$ cat src/sv/cmdf_pkg.sv
package cmdf_pkg;

  // default limits handed to the top level parameters
  localparam int MAX_WINDOW_DEF = 16;
  localparam int MAX_WIDTH_DEF  = 1024;
  localparam int MAX_HEIGHT_DEF = 1024;

  // value of rows outside the image and of rows skipped by stride
  localparam logic [15:0] PAD_VALUE = 16'hFFFF;

  // configuration register indexes
  localparam logic [1:0] REG_WINDOW_ROWS  = 2'd0;
  localparam logic [1:0] REG_ROW_STRIDE   = 2'd1;
  localparam logic [1:0] REG_IMAGE_WIDTH  = 2'd2;
  localparam logic [1:0] REG_IMAGE_HEIGHT = 2'd3;

  typedef enum logic [2:0] {
    ST_IDLE,
    ST_SETUP,
    ST_DIV,
    ST_FETCH,
    ST_LOAD,
    ST_EMIT,
    ST_WRITE
  } state_t;

  // controller to datapath
  typedef struct packed {
    logic accept;
    logic setup;
    logic div_step;
    logic fetch_start;
    logic fetch_step;
    logic load_pad;
    logic load_median;
    logic next_row;
    logic write;
  } cmd_t;

  // datapath to controller
  typedef struct packed {
    logic empty;
    logic div_done;
    logic rem_zero;
    logic fetch_done;
    logic at_last;
  } status_t;

endpackage

$ cat src/sv/cmdf_ctrl.sv
module cmdf_ctrl (
  input  logic               clk,
  input  logic               rst,
  input  logic               in_valid,
  output logic               in_stall,
  output logic               out_valid,
  input  logic               out_stall,
  input  cmdf_pkg::status_t  status,
  output cmdf_pkg::cmd_t     cmd
);

  cmdf_pkg::state_t state, state_next;

  // state register
  always_ff @(posedge clk) begin
    if (rst) begin
      state <= cmdf_pkg::ST_IDLE;
    end else begin
      state <= state_next;
    end
  end

  // next state and commands
  always_comb begin
    state_next = state;
    cmd        = '0;
    in_stall   = 1'b1;
    out_valid  = 1'b0;
    unique case (state)
      cmdf_pkg::ST_IDLE: begin
        in_stall = 1'b0;
        if (in_valid) begin
          cmd.accept = 1'b1;
          state_next = cmdf_pkg::ST_SETUP;
        end
      end
      cmdf_pkg::ST_SETUP: begin
        cmd.setup = 1'b1;
        if (status.empty) begin
          state_next = cmdf_pkg::ST_WRITE;
        end else begin
          state_next = cmdf_pkg::ST_DIV;
        end
      end
      cmdf_pkg::ST_DIV: begin
        if (!status.div_done) begin
          cmd.div_step = 1'b1;
        end else if (status.rem_zero) begin
          cmd.fetch_start = 1'b1;
          state_next      = cmdf_pkg::ST_FETCH;
        end else begin
          cmd.load_pad = 1'b1;
          state_next   = cmdf_pkg::ST_EMIT;
        end
      end
      cmdf_pkg::ST_FETCH: begin
        cmd.fetch_step = 1'b1;
        if (status.fetch_done) begin
          state_next = cmdf_pkg::ST_LOAD;
        end
      end
      cmdf_pkg::ST_LOAD: begin
        cmd.load_median = 1'b1;
        state_next      = cmdf_pkg::ST_EMIT;
      end
      cmdf_pkg::ST_EMIT: begin
        out_valid = 1'b1;
        if (!out_stall) begin
          if (status.at_last) begin
            state_next = cmdf_pkg::ST_WRITE;
          end else begin
            cmd.next_row = 1'b1;
            state_next   = cmdf_pkg::ST_DIV;
          end
        end
      end
      cmdf_pkg::ST_WRITE: begin
        cmd.write  = 1'b1;
        state_next = cmdf_pkg::ST_IDLE;
      end
      default: begin
        state_next = cmdf_pkg::ST_IDLE;
      end
    endcase
  end

endmodule

$ cat config.mk
export PLATFORM = sky130hd
export DESIGN_NAME = cmdf_ctrl
export DESIGN_NICKNAME = d
export VERILOG_FILES = /design/src/sv/cmdf_pkg.sv /design/src/sv/cmdf_ctrl.sv
export SDC_FILE = /design/constraint.sdc
export NUM_CORES = 1
export LEC_CHECK = 0
export ABC_AREA = 1
export BUFFER_PORTS_ARGS = -buffer_cell sky130_fd_sc_hd__buf_2
export CORE_AREA = 3 3 40 42
export DETAILED_ROUTE_END_ITERATION = 10
export DIE_AREA = 0 0 43 45
export PLACE_DENSITY_LB_ADDON = 0.3
export SETUP_SLACK_MARGIN = 0.3
export SLEW_MARGIN = 20
export SYNTH_ARGS = -nofsm -noshare
export SYNTH_HDL_FRONTEND = slang
export SYNTH_SLANG_ARGS = --single-unit
$ cat constraint.sdc
create_clock -name clk -period 1.3 [get_ports clk]
set_clock_uncertainty 0.1 [all_clocks]
set_input_delay 0.195 -clock clk [delete_from_list [all_inputs] [get_ports clk]]
set_output_delay 0.195 -clock clk [all_outputs]
set_load 0.01 [all_outputs]
Yosys cells after proc, flatten, opt, wreduce, memory -nomap -nowiden
Index checks and enable logic that the tools add are counted.

word-level totals
  register bits = 3
  bits of input ports = 9
  output and inout bits = 11
  word-level logic and storage cells = 39

cells by class
  equal/unequal tests = 10
  multiplexer cells = 26
  reduce and logical (&&, ||, !) cells = 2

operators by type and width
  kind                                                             number
  3-bit 2-to-1 mux                                                 7
  3-bit case mux with 6 select lines                               1
  1-bit 2-to-1 mux                                                 17
  3-bit == test, second input constant                             3
  2-bit != test, second input constant                             4
  3-bit by 2-bit == test with 1-bit output, second input constant  2
  4-bit AND reduction                                              1
  3-bit by 1-bit == test with 1-bit output, second input constant  1
  3-bit logical NOT                                                1
  2-bit 2-to-1 mux                                                 1

Longest topological paths before layout
  depth in word-level cells = 3
  mapped depth = 9
  depth with buffers taken out = 8

Worst setup path before layout
No wires, ideal clock.

  kind = reg-to-reg
  from = reg state[1]
  to = reg state[0]
  library setup time = 0.119 ns
  arrival = 1.024 ns
  required time = 1.081 ns
  setup slack = 0.057 ns
  cell stages (with the launch flop) = 9
  buffers on the path = 1
  clock period less this slack = 1.243 ns
  cells stage by stage = dfxtp_1 buf_6 nand2_1 nor2_1 nand2_1 nand2_1 o21bai_1 nand2_1 nor2_2

between the ends
  word-level cells in the longest chain between the ends = 3
  elaborated cells on any way between the ends = 12
  classes of those cells = 9 x eq/ne; 1 x mux; 2 x reduce/logical

ends and longest elaborated chain
  item                                                                    RTL line         source
  from (decl)                                                             cmdf_ctrl.sv:12  cmdf_pkg::state_t state, state_next;
  from (signal assigned)                                                  cmdf_ctrl.sv:17  state <= cmdf_pkg::ST_IDLE;
  from (signal assigned)                                                  cmdf_ctrl.sv:19  state <= state_next;
  3-bit by 2-bit == test with 1-bit output, or another cell as far along  cmdf_ctrl.sv:29  unique case (state)
  2-bit != test (no source line)                                          --
  4-bit AND reduction (no source line)                                    --

Several ways; a longest one is shown, not always the timed one.
A chain may end at the register's enable or synchronous reset.

==> out/metrics.cfg <==
[pwr]
ir_worst_vdd_mv = 0.832
leakagePower_nw = 0.361
power_density_nw_per_um2 = 1980

[clock_network]
cts_tree = yes
cts.sinks = 3
clockBufferDepth = 2
cts_made_buffers = 3
clkTransAtPathRegs_ns = 0.03
cts_htree_levels = 1
cts-root-buf = clkbuf_4
cts_hold_buf = 0
clk_latency_ns = 0.24

[layout]
nFillCells = 132
multi_input_area_um2 = 297
drive_gt1_frac = 0.598
layout_commonest_cell = buf_2
layout_common_cells = 16 x buf_2, 9 x inv_1, 9 x nor2_1, 9 x nand2_1, 6 x buf_6
antennaDiodeCount = 0
largest_reg_flops = 3
regArea_um2 = 71.3
regMostFlops = state
fin_nets = 102
post-route-util = 0.511
final_area_um2 = 657
areaGrowthSynthToFinish_pct = 76.2
largestRegisters = state (3)

[sta]
setup_viol = 8
rsz0062_at_grt = true
hold_viol = 0
finalCritPeriodShare = 1.05
layout_setup_ws_ns = -0.0633
min_period_ns = 1.36
clock.fmax_ghz = 0.733
slew_headroom = 0.853
worst_pin_slew_ns = 0.220
maxSlewViolCount = 0

[floorplanning]
fp.dieH_um = 45
die_area_um2 = 1940
start_util = 0.290
ioPinCount = 20
core_um2 = 1280
fp.dieW_um = 43
rows = 13

[run_status]
violations = negative setup slack
outcome = complete, but fails checks

[worst_setup_path]
cpPeakStageDelay_ns = 0.36
cp_top_family = flip-flops
cp_max_fo = 5
cpMostUsedCell = buf_6
rr_worst_depth = 8
rr_startpoint = state[0]
rr_endpoint = state[2]
worstPathCellList = buf_6, nand3_4, nor2_4, buf_6
criticalPathCategory = flip-flop to output port
critPathBufInv = 2
slowest_stage = dfxtp_4
start_kind = flip-flop
worstPathRequired_ns = 1.00
crit_arrival_ns = 1.07
crit_path_end_kind = output port
cp_num_cells = 4
critPathLaunch = state[1]
rrSetupSlack_ns = 0.08

[detailed_routing]
drt-pass1-iter-count = 4
route.vias.total = 470
routed_wirelength_um = 988
viasPerCell = 4.39
wl_per_cell_um = 9.23
drt_iter0_markers = 3
ant_nets = 0
drc = 0

[synth]
muxShareOfSynthArea = 0
ys_types = 19
synth_top_family_by_area = simple AND/OR/NAND/NOR gates
netlist_instances = 63
ys_seq_area_frac = 0.161
syn_area_um2 = 373
syn_nets = 72
synth.avg_cell_area_um2 = 5.92
yosys_warnings = 0
ys_seq_elements = 3
synth-compound-area-share = 0.0973
synth_adder_area_share = 0
yosys.area_share.xor_xnor = 0
yosys.area_share.simple = 0.544

[global_route]
overflow = 0
grtUsageTotal = 0.122
grt_first_pass_wirelength_um = 1790
grt_max_degree = 9
grt_pass1_vias = 467
antenna_found_initial = 0

[min_path]
hold_path_depth = 2
hold_start = rst
hold_class = input port to flip-flop
min_to = state[1]

[placement]
hpwlAfterDp_um = 782
placed_cell_area_um2 = 528
place.gp.congestion = 0.797
placement.io_buffers = 19

[run]
max_cap_violations = 0

layer usage:
layer	vias up	wire length [µm]	track usage	part of all wire
li1	253	-	-	-
met4	0	14	0.0723	0.014
met5	-	0	0	0
met3	2	41	0.0120	0.041
met1	203	400	0.141	0.40
met2	12	531	0.219	0.54
through the flow:
stage / setup TNS [ns] / total power [mW] / hold slack, ns / cells / setup WS [ns]
floorplan: 0 / 0.773 / 0.167 / 63 / 0.160
global placement: -0.00598 / 0.936 / 0.270 / 98 / -0.00598
detailed placement: -0.0545 / 0.944 / 0.271 / 98 / -0.0303
CTS: -0.411 / 1.25 / 0.0163 / 105 / -0.0781
global route: -1.01 / 1.44 / 0.0180 / 107 / -0.140
finish: -0.266 / 1.30 / 0.0238 / 107 / -0.0633
worst register-to-register path, delay by kind of cell (launching register included):
family,cells,cell delay [ns]
simple gates,6,0.45
flops,1,0.39
buf+inv,2,0.18
layout make-up:
type / count / area share
repair buffers: 27 / 0.282
inverters: 13 / 0.0895
clock buffers: 4 / 0.0400
flip-flops and latches: 3 / 0.109
well taps: 15 / 0.0286
multi-input cells: 45 / 0.451
Yosys cell counts (all sizes together):
master / n / share of area
nand4: 1 / 0.017
a21oi: 2 / 0.027
nand3: 5 / 0.11
nor2: 16 / 0.19
o21bai: 2 / 0.040
dfxtp: 3 / 0.16
inv: 13 / 0.14
nand2: 12 / 0.13
o21ai: 1 / 0.013
o22ai: 1 / 0.017
buf: 2 / 0.060
nor3: 5 / 0.097
cell families (layout without fill, tap and decap cells):
kind of cell / after synthesis / count (layout)
buf+inv: 15 / 44
flops: 3 / 3
compound gates: 6 / 6
simple gates: 39 / 39
repair_timing:
item	in CTS	in global routing
gates resized for setup	15	4
pin swaps	3	2
endpoints found under the setup margin	14	14
setup buffers	3	2
worst max-delay path by stage:
stage	end	slack [ns]
final	cmd[6]	-0.06
after global routing	cmd[3]	-0.14
after CTS	cmd[3]	-0.08
after detailed placement	state[2]	-0.03
after global placement	state[2]	-0.006
after floorplan	state[0]	0.16
report_power, final:
part | internal, mW | switching [mW] | total, mW | leakage (nW)
Combinational | 0.414 | 0.480 | 0.893 | 0.319
Sequential | 0.155 | 0.0819 | 0.237 | 0.0267
Clock | 0.115 | 0.0523 | 0.168 | 0.0150
Power figures use the tool's default switching activity.
